$ cat config.mk
export PLATFORM = sky130hd
export DESIGN_NAME = kline_block_receiver
export DESIGN_NICKNAME = d
export VERILOG_FILES = /design/src/hdl/kbr_pkg.sv /design/src/hdl/kbr_core.sv /design/src/hdl/kline_block_receiver.sv
export SDC_FILE = /design/constraint.sdc
export NUM_CORES = 1
export LEC_CHECK = 0
export ABC_CLOCK_PERIOD_IN_PS = 6500
export BUFFER_PORTS_ARGS = -buffer_cell sky130_fd_sc_hd__buf_4
export CAP_MARGIN = 40
export CORE_MARGIN = 10
export CORE_UTILIZATION = 45
export CTS_CLUSTER_SIZE = 24
export DETAILED_ROUTE_END_ITERATION = 12
export HOLD_SLACK_MARGIN = 0.05
export PLACE_DENSITY = 0.72
export SKIP_LAST_GASP = 1
export SLEW_MARGIN = 5
export SYNTH_ARGS = -nofsm -noshare
export SYNTH_HDL_FRONTEND = slang
export SYNTH_SLANG_ARGS = --single-unit
$ cat constraint.sdc
create_clock -name clk -period 6.5 [get_ports clk]
set_clock_uncertainty 0.15 [all_clocks]
set_input_delay 0.65 -clock clk [delete_from_list [all_inputs] [get_ports clk]]
set_output_delay 0.65 -clock clk [all_outputs]
set_load 0.02 [all_outputs]
$ cat src/hdl/kbr_pkg.sv
package kbr_pkg;

  // Input word kinds
  typedef enum logic [1:0] {
    MODE_RX    = 2'd0,
    MODE_TICK  = 2'd1,
    MODE_HOST  = 2'd2,
    MODE_START = 2'd3
  } mode_t;

  // Result event codes
  typedef enum logic [3:0] {
    EV_NONE     = 4'd0,
    EV_LEN_OK   = 4'd1,
    EV_ACKED    = 4'd2,
    EV_DONE     = 4'd3,
    EV_BAD_END  = 4'd4,
    EV_CNT_ERR  = 4'd5,
    EV_STRAY    = 4'd6,
    EV_ECHO     = 4'd7,
    EV_KB2      = 4'd8,
    EV_SYNC     = 4'd9,
    EV_TIMEOUT  = 4'd10
  } ev_t;

  // Configuration register indexes
  localparam logic [1:0] CFG_KEY_ONE = 2'd0;
  localparam logic [1:0] CFG_KEY_TWO = 2'd1;
  localparam logic [1:0] CFG_TIMEOUT = 2'd2;

  localparam int          MAX_BLOCK_LEN = 64;
  localparam int          MIN_BLOCK_LEN = 3;
  localparam logic [7:0]  SYNC_BYTE     = 8'h55;
  localparam logic [7:0]  END_BYTE      = 8'h03;
  localparam logic [7:0]  COUNTER_STEP  = 8'd2;
  localparam logic [15:0] TIMEOUT_RST   = 16'd4000;

  // One result word
  typedef struct packed {
    logic       tx_valid;
    logic [7:0] tx_byte;
    logic       data_valid;
    logic [6:0] data_index;
    logic [7:0] data_byte;
    ev_t        event_res;
    logic [7:0] block_counter;
    logic [7:0] block_title;
    logic [5:0] payload_length;
    logic [7:0] next_tx_counter;
  } res_t;

endpackage

$ cat src/hdl/kbr_core.sv
module kbr_core (
  input  logic             clk,
  input  logic             rst_n,
  input  logic             cfg_wr_en,
  input  logic [1:0]       cfg_addr,
  input  logic [15:0]      cfg_wdata,
  input  logic             step,
  input  kbr_pkg::mode_t   mode,
  input  logic [7:0]       rx_byte,
  output kbr_pkg::res_t    res
);
  import kbr_pkg::*;

  logic [7:0]  key_one_r, key_two_r;
  logic [15:0] timeout_r;

  logic [6:0]  rx_pos_r, rx_pos_nxt;
  logic [6:0]  exp_len_r, exp_len_nxt;
  logic        echo_r, echo_nxt;
  logic        cnt_known_r, cnt_known_nxt;
  logic [7:0]  exp_cnt_r, exp_cnt_nxt;
  logic [7:0]  held_cnt_r, held_cnt_nxt;
  logic [7:0]  held_title_r, held_title_nxt;
  logic [15:0] idle_r, idle_nxt;
  logic        live_r, live_nxt;

  logic [15:0] idle_inc;
  logic [6:0]  len_less_min;

  // Configuration registers
  always_ff @(posedge clk) begin
    if (!rst_n) begin
      key_one_r <= '0;
      key_two_r <= '0;
      timeout_r <= TIMEOUT_RST;
    end else if (cfg_wr_en) begin
      case (cfg_addr)
        CFG_KEY_ONE: key_one_r <= cfg_wdata[7:0];
        CFG_KEY_TWO: key_two_r <= cfg_wdata[7:0];
        CFG_TIMEOUT: timeout_r <= cfg_wdata;
        default: ;
      endcase
    end
  end

  // Receiver state
  always_ff @(posedge clk) begin
    if (!rst_n) begin
      rx_pos_r    <= '0;
      exp_len_r   <= '0;
      echo_r      <= 1'b0;
      cnt_known_r <= 1'b0;
      exp_cnt_r   <= '0;
      idle_r      <= '0;
      live_r      <= 1'b0;
    end else begin
      rx_pos_r    <= rx_pos_nxt;
      exp_len_r   <= exp_len_nxt;
      echo_r      <= echo_nxt;
      cnt_known_r <= cnt_known_nxt;
      exp_cnt_r   <= exp_cnt_nxt;
      idle_r      <= idle_nxt;
      live_r      <= live_nxt;
    end
  end

  // Counter and title of the block in flight
  always_ff @(posedge clk) begin
    held_cnt_r   <= held_cnt_nxt;
    held_title_r <= held_title_nxt;
  end

  assign idle_inc     = (idle_r == 16'hFFFF) ? idle_r : idle_r + 16'd1;
  assign len_less_min = exp_len_r - 7'(MIN_BLOCK_LEN);

  // Decode one word against the current state
  always_comb begin
    rx_pos_nxt     = rx_pos_r;
    exp_len_nxt    = exp_len_r;
    echo_nxt       = echo_r;
    cnt_known_nxt  = cnt_known_r;
    exp_cnt_nxt    = exp_cnt_r;
    held_cnt_nxt   = held_cnt_r;
    held_title_nxt = held_title_r;
    idle_nxt       = idle_r;
    live_nxt       = live_r;
    res            = '0;
    res.event_res  = EV_NONE;

    if (step) begin
      case (mode)
        MODE_START: begin
          rx_pos_nxt    = '0;
          exp_len_nxt   = '0;
          echo_nxt      = 1'b0;
          cnt_known_nxt = 1'b0;
          idle_nxt      = '0;
          live_nxt      = 1'b1;
        end
        MODE_HOST: begin
          idle_nxt = '0;
        end
        MODE_TICK: begin
          if (live_r) begin
            idle_nxt = idle_inc;
            if (idle_inc >= timeout_r) begin
              live_nxt      = 1'b0;
              res.event_res = EV_TIMEOUT;
            end
          end
        end
        MODE_RX: begin
          if (live_r) begin
            if (rx_pos_r == '0) begin
              // Block start: skip sync and key byte 1, answer key byte 2, take length
              if (rx_byte == SYNC_BYTE || rx_byte == key_one_r) begin
                res.event_res = EV_SYNC;
              end else if (rx_byte == key_two_r) begin
                res.tx_valid  = 1'b1;
                res.tx_byte   = ~key_two_r;
                res.event_res = EV_KB2;
              end else if (rx_byte >= 8'(MIN_BLOCK_LEN) &&
                           rx_byte <= 8'(MAX_BLOCK_LEN)) begin
                exp_len_nxt    = rx_byte[6:0];
                rx_pos_nxt     = 7'd1;
                echo_nxt       = 1'b1;
                res.tx_valid   = 1'b1;
                res.tx_byte    = ~rx_byte;
                res.data_valid = 1'b1;
                res.data_byte  = rx_byte;
                res.event_res  = EV_LEN_OK;
              end else begin
                res.event_res = EV_STRAY;
              end
            end else if (echo_r) begin
              // Drop the echo of our acknowledge
              echo_nxt      = 1'b0;
              res.event_res = EV_ECHO;
            end else begin
              if (rx_pos_r == 7'd1) held_cnt_nxt = rx_byte;
              if (rx_pos_r == 7'd2) held_title_nxt = rx_byte;
              rx_pos_nxt = rx_pos_r + 7'd1;
              if (rx_pos_r < exp_len_r) begin
                echo_nxt       = 1'b1;
                res.tx_valid   = 1'b1;
                res.tx_byte    = ~rx_byte;
                res.data_valid = 1'b1;
                res.data_index = rx_pos_r;
                res.data_byte  = rx_byte;
                res.event_res  = EV_ACKED;
              end else if (rx_byte != END_BYTE) begin
                rx_pos_nxt    = '0;
                exp_len_nxt   = '0;
                echo_nxt      = 1'b0;
                res.event_res = EV_BAD_END;
              end else if (cnt_known_r && held_cnt_r != exp_cnt_r) begin
                rx_pos_nxt    = '0;
                exp_len_nxt   = '0;
                echo_nxt      = 1'b0;
                live_nxt      = 1'b0;
                res.event_res = EV_CNT_ERR;
              end else begin
                cnt_known_nxt       = 1'b1;
                exp_cnt_nxt         = held_cnt_r + COUNTER_STEP;
                res.event_res       = EV_DONE;
                res.block_counter   = held_cnt_r;
                res.block_title     = held_title_r;
                res.payload_length  = len_less_min[5:0];
                res.next_tx_counter = held_cnt_r + 8'd1;
                rx_pos_nxt          = '0;
                exp_len_nxt         = '0;
                echo_nxt            = 1'b0;
              end
            end
          end
        end
        default: ;
      endcase
    end
  end

  // Session ends after a timeout or a counter mismatch
  a_session_end: assert property (@(posedge clk) disable iff (!rst_n)
    step && (res.event_res == EV_TIMEOUT || res.event_res == EV_CNT_ERR)
    |=> !live_r)
    else $error("session still live after timeout or counter error");

  // Session start leaves a clean block and timer
  a_start_clean: assert property (@(posedge clk) disable iff (!rst_n)
    step && mode == MODE_START |=> live_r && rx_pos_r == '0 && idle_r == '0 && !echo_r)
    else $error("session start did not clear block state");

  // An accepted length arms the echo drop at position one
  a_len_echo: assert property (@(posedge clk) disable iff (!rst_n)
    step && res.event_res == EV_LEN_OK |=> echo_r && rx_pos_r == 7'd1)
    else $error("length byte did not arm echo drop");

  // An echo is only expected inside a block
  a_echo_in_block: assert property (@(posedge clk) disable iff (!rst_n)
    echo_r |-> rx_pos_r != '0)
    else $error("echo pending outside a block");

endmodule

$ cat src/hdl/kline_block_receiver.sv
// Channel   Direction  Payload
// in_       slave      tuser: mode; tdata: rx_byte
// out_      master     tuser: tx_valid, data_valid, event_res; tdata: result bytes
// cfg_      write      index 0 key_byte_one, 1 key_byte_two, 2 session_timeout_ticks
//
// One word per cycle sustained while out_tready is high; a word is accepted into the input
// register and is then decoded into the result register.
// The decode of a word reads the receiver state left by the word just before.
// rst_n is synchronous; no clearing pass, the block accepts words right away.
// A stall on out_tready holds the result and backs up into in_tready.
module kline_block_receiver (
  input  logic        clk,
  input  logic        rst_n,
  input  logic        in_tvalid,
  output logic        in_tready,
  input  logic [7:0]  in_tdata,   // [7:0] rx_byte
  input  logic [1:0]  in_tuser,   // [1:0] mode
  output logic        out_tvalid,
  input  logic        out_tready,
  // [7:0] tx_byte, [14:8] data_index, [22:15] data_byte, [30:23] block_counter,
  // [38:31] block_title, [44:39] payload_length, [52:45] next_tx_counter
  output logic [55:0] out_tdata,
  output logic [5:0]  out_tuser,  // [0] tx_valid, [1] data_valid, [5:2] event_res
  input  logic        cfg_wr_en,
  input  logic [1:0]  cfg_addr,
  input  logic [15:0] cfg_wdata
);
  import kbr_pkg::*;

  logic       s1_valid_r;
  mode_t      s1_mode_r;
  logic [7:0] s1_byte_r;
  logic       out_valid_r;
  res_t       out_res_r;
  res_t       res;
  logic       adv;
  logic       in_acc;

  assign adv       = s1_valid_r && (!out_valid_r || out_tready);
  assign in_tready = !s1_valid_r || adv;
  assign in_acc    = in_tvalid && in_tready;

  // Input register
  always_ff @(posedge clk) begin
    if (!rst_n) begin
      s1_valid_r <= 1'b0;
    end else if (in_acc) begin
      s1_valid_r <= 1'b1;
    end else if (adv) begin
      s1_valid_r <= 1'b0;
    end
  end

  always_ff @(posedge clk) begin
    if (in_acc) begin
      s1_mode_r <= mode_t'(in_tuser);
      s1_byte_r <= in_tdata;
    end
  end

  kbr_core u_core (
    .clk       (clk),
    .rst_n     (rst_n),
    .cfg_wr_en (cfg_wr_en),
    .cfg_addr  (cfg_addr),
    .cfg_wdata (cfg_wdata),
    .step      (adv),
    .mode      (s1_mode_r),
    .rx_byte   (s1_byte_r),
    .res       (res)
  );

  // Result register
  always_ff @(posedge clk) begin
    if (!rst_n) begin
      out_valid_r <= 1'b0;
    end else if (adv) begin
      out_valid_r <= 1'b1;
    end else if (out_tready) begin
      out_valid_r <= 1'b0;
    end
  end

  always_ff @(posedge clk) begin
    if (adv) begin
      out_res_r <= res;
    end
  end

  // Pack the result word
  assign out_tvalid = out_valid_r;
  assign out_tdata  = {3'b000, out_res_r.next_tx_counter, out_res_r.payload_length,
                       out_res_r.block_title, out_res_r.block_counter,
                       out_res_r.data_byte, out_res_r.data_index, out_res_r.tx_byte};
  assign out_tuser  = {out_res_r.event_res, out_res_r.data_valid, out_res_r.tx_valid};

endmodule
==> results by group <==
Run status
  • Result of the run: finished clean

Synth
  • Synthesized cell area: 0.00791 mm2
  • Post-synthesis register bit count: 160
  • Share of synthesized flip-flops with an asynchronous set or reset: 0%
  • Post-synthesis cell type count: 67
  • Post-Syn Area per Cell: 10.6 um2
  • Number of warnings printed during yosys synthesis: 0
  • Gate count after technology mapping: 746
  • Synth Flop Type: edfxtp_1
  • Number of flops mapped to enable cells by yosys: 85
  • Share of the yosys chip area belonging to registers: 51.2%

Critical path
  • Type of origin of the critical path: register
  • Reg2reg setup slack: 2770 ps
  • Depth of the worst register-to-register path: 11
  • Required time of the worst setup path: 6520 ps
  • Critical setup path kind: reg -> reg
  • Worst flop-to-flop path endpoint: out_tuser[5]
  • Endpoint class of the critical path: register
  • Dominant cell type by count on the critical path: and4_1
  • CP max stage delay: 530 ps
  • Launch point of the worst path: u_core.idle_r[6]
  • Largest fanout on the critical path: 18
  • Data arrival time at the worst-slack endpoint: 3750 ps
  • CP cell instances: and4_1, and4_1, nand3_1, xnor2_1, ha_1, nand2b_1, a211o_1, a21oi_1, o211ai_1, a21boi_0, o22ai_1
  • Slowest stage cell on the critical path: nand3_1
  • Crit Reg-Reg Startpoint: u_core.idle_r[6]

Clock network
  • Total of hold buffers inserted after clock tree synthesis: 0
  • Number of H-tree levels: 4
  • Number of buffers created by CTS: 17
  • Clk pin slew, worst setup/hold paths: 60 ps
  • Clock tree from TritonCTS: yes
  • Max Root-Sink Buffers: 2
  • Clock sink count: 160
  • Number of gates resized after cts: 0
  • Clock latency reported for the late side of the worst-skew pair: 430 ps
  • Postcts setup bufs: 0
  • Root Driver: clkbuf_16

Place
  • Port-buffer cells: 93
  • Total cell area at the placement stage: 0.00871 mm2
  • Post-detail-place hpwl: 12.6 mm
  • Dpl cells: 1,029
  • Final weighted congestion in routability-driven placement: 0.846
  • Post-Place Setup Slack: 2820 ps

Drt
  • Overall routed net length: 17.9 mm
  • Post-detailed-route count of antenna-violating nets: 0
  • Vias post-DR: 5,679
  • DRC: 0
  • Detail-routed via count per cell: 5.35
  • Detailed-router iteration count before antenna repair: 5
  • Final routed wire length divided by cell count: 16.9 um
  • DRC marker count from the first detailed-route iteration: 384

Global route
  • Wire length of the first global-routing pass: 29.1 mm
  • GRT Resource Usage Total: 15.2%
  • Pin count of the biggest net entering global routing: 66
  • Via count of the first global-routing pass: 5,506
  • Global-route congestion overflow total: 0
  • Initial antenna violation count: 0

Finish
  • Final cell count without fillers: 1,061
  • Post-layout utilization of the core: 54.0%
  • Register Area: 0.00405 mm2
  • Post-route standard cell area excluding fillers: 0.00931 mm2
  • Most frequent cells in the layout: 95 x buf_4, 85 x edfxtp_1, 75 x dfxtp_1, 68 x nand2_1, 41 x nor2_1
  • Multi-input gate area: 0.00354 mm2
  • Most common cell after layout, fill and taps aside: buf_4
  • Fraction of final layout cells with drive strength greater than 1: 17.9%
  • Diode insertion count for antenna repair: 0
  • Layout overhead on the synthesized area: 17.6%
  • Number of filler cells placed in the layout: 1,535
  • Final nets: 890

Pwr
  • Switch share: 22.7%
  • Worst IR drop on VDD: 0.000184 V
  • Internal cell power: 1.75 mW
  • Total power after layout: 2.27 mW
  • Sequential Power Share: 49.1%
  • Pwr/cell area: 244 mW/mm2
  • Portion of total power attributed to the clock network: 44.7%
  • Switch Pwr: 515 uW
  • Pleak: 3.66 nW
  • Comb power frac: 6.3%

Floorplan
  • Ports placed on the boundary: 97
  • Core Footprint: 0.0172 mm2
  • Initial Util: 45.9%
  • Placement Rows: 48
  • Horizontal extent of the die: 153 um
  • Y dimension of the die: 153 um
  • Die outline area: 0.0233 mm2

Timing
  • Final critical-path share of the clock period: 57.4%
  • Fin. Hold Viols: 0
  • Worst-Margin Slew: 833 ps
  • Clock period minus final worst setup slack: 3730 ps
  • Number of setup violations in the final report: 0
  • Setup TNS: 0 ps
  • Tightest slew margin relative to the limit: 44.5%
  • Unrepaired setup endpoints after global routing: false
  • Fin worst setup slack: 2770 ps
  • Highest clock frequency the design can meet: 0.268 GHz
  • Final worst hold slack: 246 ps
  • Final Max Tran Viols: 0

Hold path
  • Beginning of the worst hold path: in_tdata[7]
  • Worst Hold End: s1_byte_r[7]
  • Hold Crit Depth: 1
  • Hold Path Class: in -> reg

Run
  • Max capacitance violation total: 0
## registers in the layout, indices dropped and copies added (netlist names), 2 cells and up
name / cells
out_tdata: 53
u_core.idle_r: 16
u_core.timeout_r: 16
s1_byte_r: 8
u_core.exp_cnt_r: 8
u_core.held_cnt_r: 8
u_core.held_title_r: 8
u_core.key_one_r: 8
u_core.key_two_r: 8
u_core.exp_len_r: 7
u_core.rx_pos_r: 7
out_tuser: 6
s1_mode_r: 2
## cell usage after synthesis (17+ instances only)
master	n	area (um2)
nand3_1	32	160
o21ai_0	28	140
nand2_1	68	255
mux2i_1	17	170
ha_1	34	425
xor2_1	24	210
xnor2_1	26	228
nor2_1	41	154
dfxtp_1	75	1500
inv_1	32	120
and2_1	19	119
edfxtp_1	85	2550
nor2b_1	27	169
a21boi_0	18	135
## area by class of cell
cell class / instances / area share [%]
Inverter: 33 / 1.33
Clock inverter: 13 / 1.73
Tap cell: 225 / 3.03
Sequential cell: 160 / 43.6
Clock buffer: 19 / 4.65
Timing Repair Buffer: 95 / 7.66
Multi-Input combinational cell: 516 / 38.0
## power by group through the flow
stage / Combinational, mW / Clock (mW) / Sequential, mW
CTS: 0.143 / 1.03 / 1.11
global route: 0.156 / 1.07 / 1.12
floorplan: 0.0762 / 0 / 1.14
detailed placement: 0.142 / 0 / 1.14
finish: 0.142 / 1.01 / 1.11
global placement: 0.141 / 0 / 1.13
## layer usage
| layer | vias up | track usage, % | wire length, um | share of wire (%) |
|---|---|---|---|---|
| li1 | 2829 | - | - | - |
| met1 | 2692 | 18.7 | 8000 | 45 |
| met2 | 138 | 24.6 | 8690 | 49 |
| met3 | 20 | 4.60 | 988 | 5.5 |
| met4 | 0 | 4.95 | 223 | 1.2 |
| met5 | - | 0 | 0 | 0 |
## worst max path at each step
stage                               end  cells after the start
CTS                        out_tuser[5]                     11
finish                     out_tuser[5]                     11
global placement           out_tuser[3]                     11
detailed placement         out_tuser[5]                     11
floorplan           u_core.exp_cnt_r[4]                      8
global route               out_tuser[5]                     11
## kinds of logic (layout without fill, tap and decap cells)
| group | Yosys count | count (layout) | share of synthesized area, % |
|---|---|---|---|
| compound gates | 137 | 137 | 12.4 |
| xor+xnor | 50 | 50 | 5.54 |
| fa+ha+maj | 34 | 34 | 5.38 |
| buf+inv | 72 | 160 | 4.13 |
| flops | 160 | 160 | 51.2 |
| mux | 19 | 19 | 2.44 |
| other cells | 1 | 3 | 0.0474 |
| simple gates | 273 | 273 | 18.9 |
## critical path, delay by kind of cell, from the launching register on
kind                     cells  cell delay (ps)
XOR/XNOR                     1              350
flip-flops                   1              440
AO/OA/AOI/OAI                5             1010
AND/OR/NAND/NOR              4             1240
adder cells (fa/ha/maj)      1              260
No activity file was read; power rests on OpenSTA's default activity.
